**src/rtl/otp_pkg.sv**
```systemverilog
// Shared types and constants of the one-shot timer pool.
// Used by the top level and the port checker; depends on nothing else.
`default_nettype none

package otp_pkg;

   localparam int OTP_SLOTS         = 8;
   localparam int OTP_COUNT_WIDTH   = 16;
   localparam int OTP_MAX_REPORTS   = 8;
   localparam int OTP_REPORT_CNT_W  = 4;
   localparam int OTP_SLOT_FIELD_W  = 3;
   localparam int OTP_DURATION_W    = 16;
   localparam int OTP_HANDLER_W     = 8;
   localparam int OTP_TAG_W         = 8;
   localparam int OTP_REQ_TDATA_W   = 32;
   localparam int OTP_RSP_TDATA_W   = 24;
   localparam int OTP_RSP_PAD_W     = OTP_RSP_TDATA_W - OTP_SLOT_FIELD_W
                                      - OTP_HANDLER_W - OTP_TAG_W;

   typedef enum logic [1:0] {
      KIND_START = 2'd0,
      KIND_TICK  = 2'd1,
      KIND_STOP  = 2'd2
   } kind_type;

   typedef enum logic [1:0] {
      EV_STARTED = 2'd0,
      EV_FULL    = 2'd1,
      EV_EXPIRED = 2'd2,
      EV_STOPPED = 2'd3
   } event_type;

endpackage

`default_nettype wire

```
**src/rtl/otp_ram.sv**
```systemverilog
// Generic single-write, single-read RAM with registered read data.
// Stand-alone; no package needed.
`default_nettype none

module otp_ram #(
   parameter int WIDTH = 8,
   parameter int DEPTH = 8,
   localparam int AW   = (DEPTH > 1) ? $clog2(DEPTH) : 1
) (
   input  wire logic             clock,
   input  wire logic             wr_en,
   input  wire logic [AW-1:0]    wr_addr,
   input  wire logic [WIDTH-1:0] wr_data,
   input  wire logic [AW-1:0]    rd_addr,
   output logic      [WIDTH-1:0] rd_data
);

   logic [WIDTH-1:0] mem [DEPTH];

   always_ff @(posedge clock) begin
      if (wr_en) begin
         mem[wr_addr] <= wr_data;
      end
      rd_data <= mem[rd_addr];
   end

endmodule

`default_nettype wire

```
**src/rtl/one_shot_timer_pool_top.sv**
```systemverilog
// Top level of the one-shot timer pool: sequencer, busy flags, state RAM.
// Depends on otp_pkg and otp_ram.
`default_nettype none

// Pool of SLOTS one-shot timers. Each request beat is a start (tuser 0), a
// tick (tuser 1) or a stop (tuser 2); tuser 3 is dropped with no response.
// One request is worked on at a time and req_tready is low meanwhile. A start
// walks the busy flags one slot per cycle. A tick walks every slot: an idle
// slot is passed over, a busy one gets a read of the state RAM, then one
// shared increment-and-compare step with write-back; a closing step follows.
// Stalls on the response side hold the sequencer while a beat waits for the
// output register.
// Expiries of a tick come out in slot order, the last one with tlast set; at
// most eight are reported, further ones are freed silently. A zero duration
// expires after the count wraps, 2^COUNT_WIDTH ticks later.
module one_shot_timer_pool_top
   import otp_pkg::*;
#(
   parameter int SLOTS       = OTP_SLOTS,
   parameter int COUNT_WIDTH = OTP_COUNT_WIDTH
) (
   input  wire logic                       clock,
   input  wire logic                       reset,
   input  wire logic                       req_tvalid,
   output logic                            req_tready,
   // tdata: duration [15:0], handler [23:16], tag [31:24]
   input  wire logic [OTP_REQ_TDATA_W-1:0] req_tdata,
   // tuser: kind [1:0]
   input  wire logic [1:0]                 req_tuser,
   output logic                            rsp_tvalid,
   input  wire logic                       rsp_tready,
   // tdata: slot [2:0], handler_out [10:3], tag_out [18:11], zero [23:19]
   output logic [OTP_RSP_TDATA_W-1:0]      rsp_tdata,
   // tuser: event_res [1:0]
   output logic [1:0]                      rsp_tuser,
   output logic                            rsp_tlast
);

   localparam int IW    = (SLOTS > 1) ? $clog2(SLOTS) : 1;
   localparam int ROW_W = 2 * COUNT_WIDTH + OTP_HANDLER_W + OTP_TAG_W;

   typedef enum logic [2:0] {
      S_IDLE,
      S_START,
      S_TICK_RD,
      S_TICK_EV,
      S_FLUSH,
      S_STOP
   } state_type;

   state_type                     state_ff, state_in;
   logic [IW-1:0]                 idx_ff, idx_in;
   logic [SLOTS-1:0]              busy_ff, busy_in;
   logic [OTP_REPORT_CNT_W-1:0]   n_ff, n_in;

   logic [OTP_DURATION_W-1:0]     dur_ff, dur_in;
   logic [OTP_HANDLER_W-1:0]      hnd_ff, hnd_in;
   logic [OTP_TAG_W-1:0]          tag_ff, tag_in;

   logic                          pend_valid_ff, pend_valid_in;
   logic [IW-1:0]                 pend_slot_ff, pend_slot_in;
   logic [OTP_HANDLER_W-1:0]      pend_hnd_ff, pend_hnd_in;
   logic [OTP_TAG_W-1:0]          pend_tag_ff, pend_tag_in;

   logic                          rsp_valid_ff, rsp_valid_in;
   event_type                     rsp_event_ff, rsp_event_in;
   logic [OTP_SLOT_FIELD_W-1:0]   rsp_slot_ff, rsp_slot_in;
   logic [OTP_HANDLER_W-1:0]      rsp_hnd_ff, rsp_hnd_in;
   logic [OTP_TAG_W-1:0]          rsp_tag_ff, rsp_tag_in;
   logic                          rsp_last_ff, rsp_last_in;

   logic                          ram_we;
   logic [ROW_W-1:0]              ram_wdata;
   logic [ROW_W-1:0]              ram_rdata;

   logic [COUNT_WIDTH-1:0]        row_elapsed;
   logic [COUNT_WIDTH-1:0]        row_limit;
   logic [OTP_HANDLER_W-1:0]      row_hnd;
   logic [OTP_TAG_W-1:0]          row_tag;
   logic [COUNT_WIDTH-1:0]        elap_next;
   logic                          hit;
   logic                          out_free;
   logic                          idx_last;
   logic                          need_push;

   // state row: elapsed, limit, handler, tag
   otp_ram #(
      .WIDTH (ROW_W),
      .DEPTH (SLOTS)
   ) u_state_ram (
      .clock   (clock),
      .wr_en   (ram_we),
      .wr_addr (idx_ff),
      .wr_data (ram_wdata),
      .rd_addr (idx_ff),
      .rd_data (ram_rdata)
   );

   assign {row_elapsed, row_limit, row_hnd, row_tag} = ram_rdata;

   // shared increment-and-compare unit
   assign elap_next = row_elapsed + COUNT_WIDTH'(1);
   assign hit       = (elap_next == row_limit);

   assign out_free  = !rsp_valid_ff || rsp_tready;
   assign idx_last  = (idx_ff == IW'(SLOTS - 1));
   assign need_push = hit && (n_ff < OTP_REPORT_CNT_W'(OTP_MAX_REPORTS)) && pend_valid_ff;

   always_comb begin
      state_in      = state_ff;
      idx_in        = idx_ff;
      busy_in       = busy_ff;
      n_in          = n_ff;
      dur_in        = dur_ff;
      hnd_in        = hnd_ff;
      tag_in        = tag_ff;
      pend_valid_in = pend_valid_ff;
      pend_slot_in  = pend_slot_ff;
      pend_hnd_in   = pend_hnd_ff;
      pend_tag_in   = pend_tag_ff;
      rsp_valid_in  = rsp_valid_ff && !rsp_tready;
      rsp_event_in  = rsp_event_ff;
      rsp_slot_in   = rsp_slot_ff;
      rsp_hnd_in    = rsp_hnd_ff;
      rsp_tag_in    = rsp_tag_ff;
      rsp_last_in   = rsp_last_ff;
      ram_we        = 1'b0;
      ram_wdata     = {elap_next, row_limit, row_hnd, row_tag};

      case (state_ff)
         S_IDLE: begin
            if (req_tvalid) begin
               dur_in        = req_tdata[15:0];
               hnd_in        = req_tdata[23:16];
               tag_in        = req_tdata[31:24];
               idx_in        = '0;
               n_in          = '0;
               pend_valid_in = 1'b0;
               case (kind_type'(req_tuser))
                  KIND_START: state_in = S_START;
                  KIND_TICK:  state_in = S_TICK_RD;
                  KIND_STOP:  state_in = S_STOP;
                  default:    state_in = S_IDLE;
               endcase
            end
         end

         S_START: begin
            if (!busy_ff[idx_ff]) begin
               if (out_free) begin
                  ram_we           = 1'b1;
                  ram_wdata        = {COUNT_WIDTH'(0), COUNT_WIDTH'(dur_ff), hnd_ff, tag_ff};
                  busy_in[idx_ff]  = 1'b1;
                  rsp_valid_in     = 1'b1;
                  rsp_event_in     = EV_STARTED;
                  rsp_slot_in      = OTP_SLOT_FIELD_W'(idx_ff);
                  rsp_hnd_in       = '0;
                  rsp_tag_in       = '0;
                  rsp_last_in      = 1'b1;
                  state_in         = S_IDLE;
               end
            end else if (idx_last) begin
               if (out_free) begin
                  rsp_valid_in = 1'b1;
                  rsp_event_in = EV_FULL;
                  rsp_slot_in  = '0;
                  rsp_hnd_in   = '0;
                  rsp_tag_in   = '0;
                  rsp_last_in  = 1'b1;
                  state_in     = S_IDLE;
               end
            end else begin
               idx_in = idx_ff + IW'(1);
            end
         end

         S_TICK_RD: begin
            // read data for this slot shows up next cycle
            if (busy_ff[idx_ff]) begin
               state_in = S_TICK_EV;
            end else if (idx_last) begin
               state_in = S_FLUSH;
            end else begin
               idx_in = idx_ff + IW'(1);
            end
         end

         S_TICK_EV: begin
            // hold here while an earlier expiry waits for the output register
            if (!need_push || out_free) begin
               ram_we = 1'b1;
               if (hit) begin
                  busy_in[idx_ff] = 1'b0;
                  if (n_ff < OTP_REPORT_CNT_W'(OTP_MAX_REPORTS)) begin
                     n_in          = n_ff + OTP_REPORT_CNT_W'(1);
                     pend_valid_in = 1'b1;
                     pend_slot_in  = idx_ff;
                     pend_hnd_in   = row_hnd;
                     pend_tag_in   = row_tag;
                     if (pend_valid_ff) begin
                        rsp_valid_in = 1'b1;
                        rsp_event_in = EV_EXPIRED;
                        rsp_slot_in  = OTP_SLOT_FIELD_W'(pend_slot_ff);
                        rsp_hnd_in   = pend_hnd_ff;
                        rsp_tag_in   = pend_tag_ff;
                        rsp_last_in  = 1'b0;
                     end
                  end
               end
               if (idx_last) begin
                  state_in = S_FLUSH;
               end else begin
                  idx_in   = idx_ff + IW'(1);
                  state_in = S_TICK_RD;
               end
            end
         end

         S_FLUSH: begin
            // the held expiry is the final beat of this tick
            if (!pend_valid_ff) begin
               state_in = S_IDLE;
            end else if (out_free) begin
               rsp_valid_in  = 1'b1;
               rsp_event_in  = EV_EXPIRED;
               rsp_slot_in   = OTP_SLOT_FIELD_W'(pend_slot_ff);
               rsp_hnd_in    = pend_hnd_ff;
               rsp_tag_in    = pend_tag_ff;
               rsp_last_in   = 1'b1;
               pend_valid_in = 1'b0;
               state_in      = S_IDLE;
            end
         end

         S_STOP: begin
            if (out_free) begin
               busy_in      = '0;
               rsp_valid_in = 1'b1;
               rsp_event_in = EV_STOPPED;
               rsp_slot_in  = '0;
               rsp_hnd_in   = '0;
               rsp_tag_in   = '0;
               rsp_last_in  = 1'b1;
               state_in     = S_IDLE;
            end
         end

         default: begin
            state_in = S_IDLE;
         end
      endcase
   end

   always_ff @(posedge clock) begin
      dur_ff       <= dur_in;
      hnd_ff       <= hnd_in;
      tag_ff       <= tag_in;
      pend_slot_ff <= pend_slot_in;
      pend_hnd_ff  <= pend_hnd_in;
      pend_tag_ff  <= pend_tag_in;
      rsp_event_ff <= rsp_event_in;
      rsp_slot_ff  <= rsp_slot_in;
      rsp_hnd_ff   <= rsp_hnd_in;
      rsp_tag_ff   <= rsp_tag_in;
      rsp_last_ff  <= rsp_last_in;
      if (reset) begin
         state_ff      <= S_IDLE;
         idx_ff        <= '0;
         busy_ff       <= '0;
         n_ff          <= '0;
         pend_valid_ff <= 1'b0;
         rsp_valid_ff  <= 1'b0;
      end else begin
         state_ff      <= state_in;
         idx_ff        <= idx_in;
         busy_ff       <= busy_in;
         n_ff          <= n_in;
         pend_valid_ff <= pend_valid_in;
         rsp_valid_ff  <= rsp_valid_in;
      end
   end

   assign req_tready = (state_ff == S_IDLE);
   assign rsp_tvalid = rsp_valid_ff;
   assign rsp_tdata  = {OTP_RSP_PAD_W'(0), rsp_tag_ff, rsp_hnd_ff, rsp_slot_ff};
   assign rsp_tuser  = rsp_event_ff;
   assign rsp_tlast  = rsp_last_ff;

endmodule

`default_nettype wire

```
**config.mk**
```make
export PLATFORM = sky130hd
export DESIGN_NAME = one_shot_timer_pool_top
export DESIGN_NICKNAME = d
export VERILOG_FILES = /design/src/rtl/otp_pkg.sv /design/src/rtl/otp_ram.sv /design/src/rtl/one_shot_timer_pool_top.sv
export SDC_FILE = /design/constraint.sdc
export NUM_CORES = 1
export LEC_CHECK = 0
export BUFFER_PORTS_ARGS = -buffer_cell sky130_fd_sc_hd__buf_2
export CORE_ASPECT_RATIO = 1.1
export CORE_MARGIN = 4
export CORE_UTILIZATION = 50
export DETAILED_ROUTE_END_ITERATION = 6
export PLACE_DENSITY_LB_ADDON = 0.3
export RECOVER_POWER = 50
export SLEW_MARGIN = 15
export SYNTH_ARGS = -nofsm -noshare
export SYNTH_HDL_FRONTEND = slang
export SYNTH_SLANG_ARGS = --single-unit
export TNS_END_PERCENT = 100
```
**constraint.sdc**
```tcl
create_clock -name clock -period 7.9 [get_ports clock]
set_input_delay 0.395 -clock clock [delete_from_list [all_inputs] [get_ports clock]]
set_output_delay 0.395 -clock clock [all_outputs]
set_load 0.1 [all_outputs]
```
==> run metrics, run 1 <==
Area contributors post-synth edfxtp_1, a22oi_1, dfxtp_1; CTS tree done; final setup TNS 0 ps; share of the synthesized area in the top cell type 69.0%; Inserted Clock Buffers 51; CP Cell Sequence and3_2, clkbuf_1, a22o_1, nor3_2, nand2_1, nor3_2, buf_4, o22ai_2, nor2b_4, buf_4; RSZ-0062 raised after global routing no; PD cells 271 nW/um2; crit path max-delay cell type clkbuf_1; largest registers u_state_ram.mem: 384 flops, u_state_ram.rd_data: 48 flops, dur_ff: 16 flops; Clk Latency, worst-skew pair 580 ps; Yosys cell types 77; Overall Power 6.14 mW; dpl cell area 20800 um2; number of buffers and inverters on the critical path 3; Final Hold Fails 0; Top Metal Used met4; post-synth top area cell edfxtp_1; status finished, violations left; startpoint types register; Post-Place Worst Slack 2760 ps; Core Region 39300 um2; Vias/cell 6.00; Max Cap Viol 3; min-delay src req_tdata[8]; period utilisation layout 79.3%; Hold Path End dur_ff[8]; All-Layer GR Usage 20.1%; Slew HR -121%; Via Count 11.7k; Total Nets Final 1440; register area share after synthesis 75.8%; Finish-stage setup viols 0; Lkg Pwr 7.35 nW; buffer count from post-CTS setup fixing 0; Max Slew Vio Count 141; Met1 Wirelength 18.5 mm; crit-path max FO 57; overall die area 43100 um2; IO Port Bufs 61; Antenna Cells 0; CP arrival 6490 ps; Initial Util 50.7%; crit path kind register to register; EDFF count, synth 457; Slew @ Worst Pin 3320 ps; DRC 0; most flop-heavy register u_state_ram.mem; worst flop-to-flop path startpoint idx_ff[2]; FP Rows 76; gr ovfl total 0; r2r setup slk 1640 ps; Die Width 198 um; skew final 35.4 ps; Crit path max-delay family buffers and inverters; Syn. warnings 0; Mapped Cells 1311; first-pass GRT wire length 67.2 mm; Synth Register Bits 525; metal3 WL 2.93 mm; hold_ws 26.9 ps; final non-filler cell area 22700 um2; Largest register FFs 384; Root Driver clkbuf_16; Hold Path Depth 1; ANT nets after route 0; syn avg cell area 15.2 um2; Async SR Flop Fraction 0%; R2R depth 10; Worst VDD drop 0.201 mV; WL final 43.4 mm; Setup WS post-layout 1640 ps; drt wl/cell 22.3 um; GPL Wtd Cong 0.878; Reg clk slew, reported paths 60 ps; Met2 Routed Length 21.0 mm; largest net degree at the start of global routing 58; DRT Pass-1 Iters 7; initial antenna violation count 0; H-tree Lvls 2; area grow syn2layout 13.8%; # IOs 67; Period minus WS final 6260 ps; Syn Std Cell Area 19900 um2; CP Data Required Time 8130 ps; CP peak stage delay 1140 ps; Die H 217 um; CTS max path bufs 3; share of cells above drive strength 1 11.3%; DP Wirelength 23.5 mm; Hold Crit Class input port to register; worst reg2reg endpoint u_state_ram.mem[5][26]; Sink Count 525; Max Fclk 160 MHz; failing checks capacitance limit, slew limit; vias in the first global route 11.6k; DRT iter0 DRCs 1053; CP Capture Type register; top_reg_cell synth edfxtp_1
[worst reg2reg max path: cells and delay by family (launching register included)]
family	cells	cell delay [ps]
and+or+nand+nor	5	2070
AOI/OAI and AO/OA	2	980
buffers and inverters	3	2300
DFF	1	560
[cells in the mapped netlist, types with 3 or more instances]
library cell,instances
mux2i_1,11
ha_1,4
a22o_1,5
a21oi_1,24
buf_1,5
dfxtp_1,68
and4_1,3
nand2_1,129
a221oi_1,5
a22oi_1,187
nand2b_1,14
nor4_2,3
nor4_4,3
o21a_1,8
nor2b_1,5
nor3_1,24
o211ai_1,3
inv_1,12
xor2_1,9
or3_1,4
and2_1,19
xnor2_1,16
clkbuf_1,57
or2_2,3
edfxtp_1,457
buf_2,13
nand3_1,15
nand4_1,54
nor2_1,57
o21ai_0,17
nor3b_1,5
nand3b_1,5
o22ai_1,4
buf_4,6
nor4_1,4
[where the power goes]
part           leakage, nW  internal, mW  total [mW]  switching [mW]
logic                 1.83         0.138       0.488           0.350
clock network        0.810          1.41        2.39           0.983
registers             4.71          3.19        3.27          0.0743
total                 7.35          4.74        6.14            1.41
[cell usage in the layout (no fill, tap or decap), types with 12 or more instances in the layout]
cell and instances:
nand4_1 55, xnor2_1 16, buf_4 19, clkbuf_1 48, dfxtp_1 68, a21oi_1 24
a22oi_1 187, nand3_1 15, o21ai_0 20, inv_1 12, edfxtp_1 457, dlygate4sd3_1 29
nand2b_1 14, nor3_1 17, buf_2 36, nand2_1 129, and2_0 13, clkbuf_16 52
nor2_1 54
[worst max path at each step]
stage	slack (ps)	to	depth (start not counted)	from
6_report	1640	u_state_ram.mem[5][26]	10	idx_ff[2]
4_1_cts	2720	u_state_ram.mem[5][26]	10	idx_ff[2]
5_1_grt	1210	u_state_ram.mem[5][31]	10	idx_ff[2]
3_5_place_dp	2760	u_state_ram.mem[5][27]	10	idx_ff[2]
2_1_floorplan	1980	u_state_ram.mem[0][0]	11	u_state_ram.rd_data[32]
3_3_place_gp	2850	u_state_ram.mem[5][27]	10	idx_ff[2]
[stage by stage]
step / std cells / utilization (%)
after global placement: 1823 / 52.9
after global routing: 1945 / 57.7
after floorplan: 1315 / -
after CTS: 1945 / 57.9
final: 1945 / 57.7
after detailed placement: 1823 / 52.9
[cells by family (layout without fill, tap and decap cells)]
kind of cell,after synthesis,after routing,synth area share (%)
DFF,525,525,75.8
and+or+nand+nor,364,364,9.56
AOI/OAI and AO/OA,283,283,10.5
buffers and inverters,95,218,2.03
xor gates and xnor gates,26,26,1.21
muxes,13,13,0.666
adders and majority gates,4,4,0.251
other,1,5,0.0188
[final cells by class]
type / count / area [um2]
clock buffer: 77 / 1460
timing repair buffer: 113 / 722
tap: 507 / 634
multi-input combinational: 695 / 4490
clock inverter: 16 / 220
inverter: 12 / 45.0
sequential: 525 / 15100
fill: 3009 / 16600
[per-layer routing]
metal	track usage, %	vias up
met3	2.85	73
li1	-	5299
met4	6.01	0
met5	0	-
met2	32.5	471
met1	28.6	5822
[what timing repair did]
action                                 CTS  global route
hold buffers                            29             0
endpoints found under the hold margin   29             0
gates resized for setup                  0             0
No activity file was read; power rests on OpenSTA's default activity.
==> run 2, diff against run 1 <==
Clock period 7.9 ns to 6.4 ns, I/O delays scaled along.
==> run 2 against run 1 <==
Net effect: the run still ends with capacitance limit, slew limit left; total power rose by 24%; via count rose by 0.86%; critical endpoint is now u_state_ram.rd_data[3]; cell count rose by 0.31%; combinational power rose by 26%; clock-buffer cell count fell by 9; non-clock buffer count rose by 4; clock power rose by 24%; largest cell class unchanged; hold slack improved by 62 ps; die area did not move.
==> run metrics, run 2 (synthesis gave the netlist of run 1 again) <==
min-delay src req_tuser[0] (was req_tdata[8]); Clk pwr share 39.0% (was 38.9%); All-Layer GR Usage 20.5% (was 20.1%); Max Cap Viol 4 (was 3); CTS tree done (unchanged); PD cells 336 nW/um2 (was 271 nW/um2); Post-Layout Cell Count 1951 (was 1945); Multi-input gate area 4470 um2 (was 4490 um2); WL final 44.5 mm (was 43.4 mm); Largest register FFs 384 (unchanged); initial antenna violation count 0 (unchanged); DRT iter0 DRCs 1249 (was 1053); register area 15100 um2 (unchanged); RSZ-0062 raised after global routing no (unchanged); worst reg2reg endpoint u_state_ram.rd_data[3] (was u_state_ram.mem[5][26]); Via Count 11.8k (was 11.7k); Max Fclk 214 MHz (was 160 MHz); FP Rows 76 (unchanged); Psw 1.77 mW (was 1.41 mW); Final Hold Fails 0 (unchanged); period utilisation layout 73.1% (was 79.3%); final setup TNS 0 ps (unchanged); Slew @ Worst Pin 2320 ps (was 3320 ps); most flop-heavy register u_state_ram.mem (unchanged); fillers 3020 (was 3009); Inserted Clock Buffers 51 (unchanged); CP Data Required Time 6900 ps (was 8130 ps); Period minus WS final 4680 ps (was 6260 ps); Hold Crit Class input port to register (unchanged); Die H 217 um (unchanged); Max Slew Vio Count 124 (was 141); Worst VDD drop 0.196 mV (was 0.201 mV); crit path max-delay cell type clkbuf_1 (unchanged); IO Port Bufs 61 (unchanged); largest net degree at the start of global routing 57 (was 58); largest registers u_state_ram.mem: 384 flops, u_state_ram.rd_data: 48 flops, dur_ff: 16 flops (unchanged); Internal Power 5.84 mW (was 4.74 mW); DRT Pass-1 Iters 6 (was 7); Switching Fraction 23.2% (was 22.9%); first-pass GRT wire length 68.8 mm (was 67.2 mm); Vias/cell 6.03 (was 6.00); crit path kind register to register (unchanged); Core Region 39300 um2 (unchanged); gr ovfl total 0 (unchanged); ANT nets after route 0 (unchanged); CP arrival 5180 ps (was 6490 ps); DRC 0 (unchanged); Initial Util 50.7% (unchanged); CTS max path bufs 3 (unchanged); Slew HR -54.3% (was -121%); startpoint types register (unchanged); buffer count from post-CTS setup fixing 0 (unchanged); # IOs 67 (unchanged); Root Driver clkbuf_16 (unchanged); Lkg Pwr 7.38 nW (was 7.35 nW); Hold Path End state_ff[1] (was dur_ff[8]); GPL Wtd Cong 0.906 (was 0.878); status finished, violations left (unchanged); commonest cells after routing, fill and taps aside edfxtp_1, a22oi_1, nand2_1 (unchanged); H-tree Lvls 2 (unchanged); CP peak stage delay 1710 ps (was 1140 ps); Overall Power 7.61 mW (was 6.14 mW); skew final 17.9 ps (was 35.4 ps); Die Width 198 um (unchanged); failing checks capacitance limit, slew limit (unchanged); overall die area 43100 um2 (unchanged); R2R depth 5 (was 10); final non-filler cell area 22700 um2 (about the same); crit-path max FO 33 (was 57); Sink Count 525 (unchanged); CP Capture Type register (unchanged); Reg clk slew, reported paths 60 ps (about the same); r2r setup slk 1720 ps (was 1640 ps); share of cells above drive strength 1 11.5% (was 11.3%); sequential share of power 53.0% (was 53.2%); Finish-stage setup viols 0 (unchanged); drt wl/cell 22.8 um (was 22.3 um); Hold Path Depth 3 (was 1); CP Cell Sequence nand2_1, nor2_1, clkbuf_1, a22oi_1, nand4_1 (was and3_2, clkbuf_1, a22o_1, nor3_2, nand2_1, nor3_2, buf_4, o22ai_2, nor2b_4, buf_4); worst flop-to-flop path startpoint idx_ff[0] (was idx_ff[2]); dpl cell area 20800 um2 (about the same); Total Nets Final 1444 (was 1440); commonest non-fill, non-tap cell in the layout edfxtp_1 (unchanged); Antenna Cells 0 (unchanged); cell total after placement 1824 (was 1823); combinational power share 8.1% (was 7.9%); vias in the first global route 11.5k (was 11.6k); area grow syn2layout 13.9% (was 13.8%); DP Wirelength 24.0 mm (was 23.5 mm); Clk Latency, worst-skew pair 580 ps (about the same)
## run 2: changes by cell type in the layout (fill, tap and decap cells not counted), moves of 2 or more
cell,delta
clkbuf_1,-8
clkinv_1,+6
clkinv_2,+4
and2_0,-3
and2_1,+3
dlygate4sd3_1,+3
nor4_1,-2
nor4_2,+2
## run 2: worst max-delay path by stage
stage / start / end / slack [ps]
floorplan: u_state_ram.rd_data[32] / u_state_ram.mem[0][0] / 480
global placement: u_state_ram.rd_data[36] / u_state_ram.mem[2][27] / 2490
detailed placement: u_state_ram.rd_data[36] / u_state_ram.mem[2][27] / 2420
CTS: u_state_ram.rd_data[36] / u_state_ram.mem[2][37] / 2400
global route: idx_ff[0] / u_state_ram.mem[2][31] / 1480
finish: idx_ff[0] / u_state_ram.rd_data[3] / 1720
## run 2: area by class of cell
| type | instances | share of cell area [%] |
|---|---|---|
| multi-input combinational | 695 | 19.7 |
| inverter | 12 | 0.199 |
| clock buffer | 68 | 6.13 |
| sequential | 525 | 66.5 |
| tap | 507 | 2.80 |
| timing repair buffer | 117 | 3.42 |
| clock inverter | 27 | 1.22 |
## run 2: metal layers
metal	global-route usage [%]	routed length, um	up-vias
li1	-	-	5327
met1	29.7	19100	5884
met2	33.1	21600	469
met3	2.80	2880	85
met4	5.67	978	0
met5	0	0	-
## run 2: what timing repair did
item / CTS / global route
endpoints found under the hold margin: 32 / 0
hold buffers: 32 / 0
resized for setup: 0 / 0
## run 2: power groups by stage
stage | Sequential, mW | Combinational, mW | Clock (mW)
floorplan | 4.11 | 0.406 | 0
global placement | 4.10 | 0.593 | 0
detailed placement | 4.10 | 0.607 | 0
CTS | 4.03 | 0.624 | 3.02
global route | 4.04 | 0.670 | 3.18
finish | 4.03 | 0.614 | 2.97
## run 2: worst max-delay path: cells and delay by family (launching register included)
| kind | cells | cell delay, ps |
|---|---|---|
| AND/OR/NAND/NOR | 3 | 1830 |
| buffers and inverters | 1 | 1710 |
| flip-flops | 1 | 710 |
| AO/OA/AOI/OAI | 1 | 330 |
## run 2: per-stage QoR
step | utilization, % | setup slack (ps) | hold slack [ps]
detailed placement | 53.0 | 2420 | 416
finish | 57.7 | 1720 | 88.9
floorplan | - | 481 | 408
CTS | 58.0 | 2400 | 47.2
global route | 57.7 | 1480 | 96.1
global placement | 53.0 | 2490 | 411
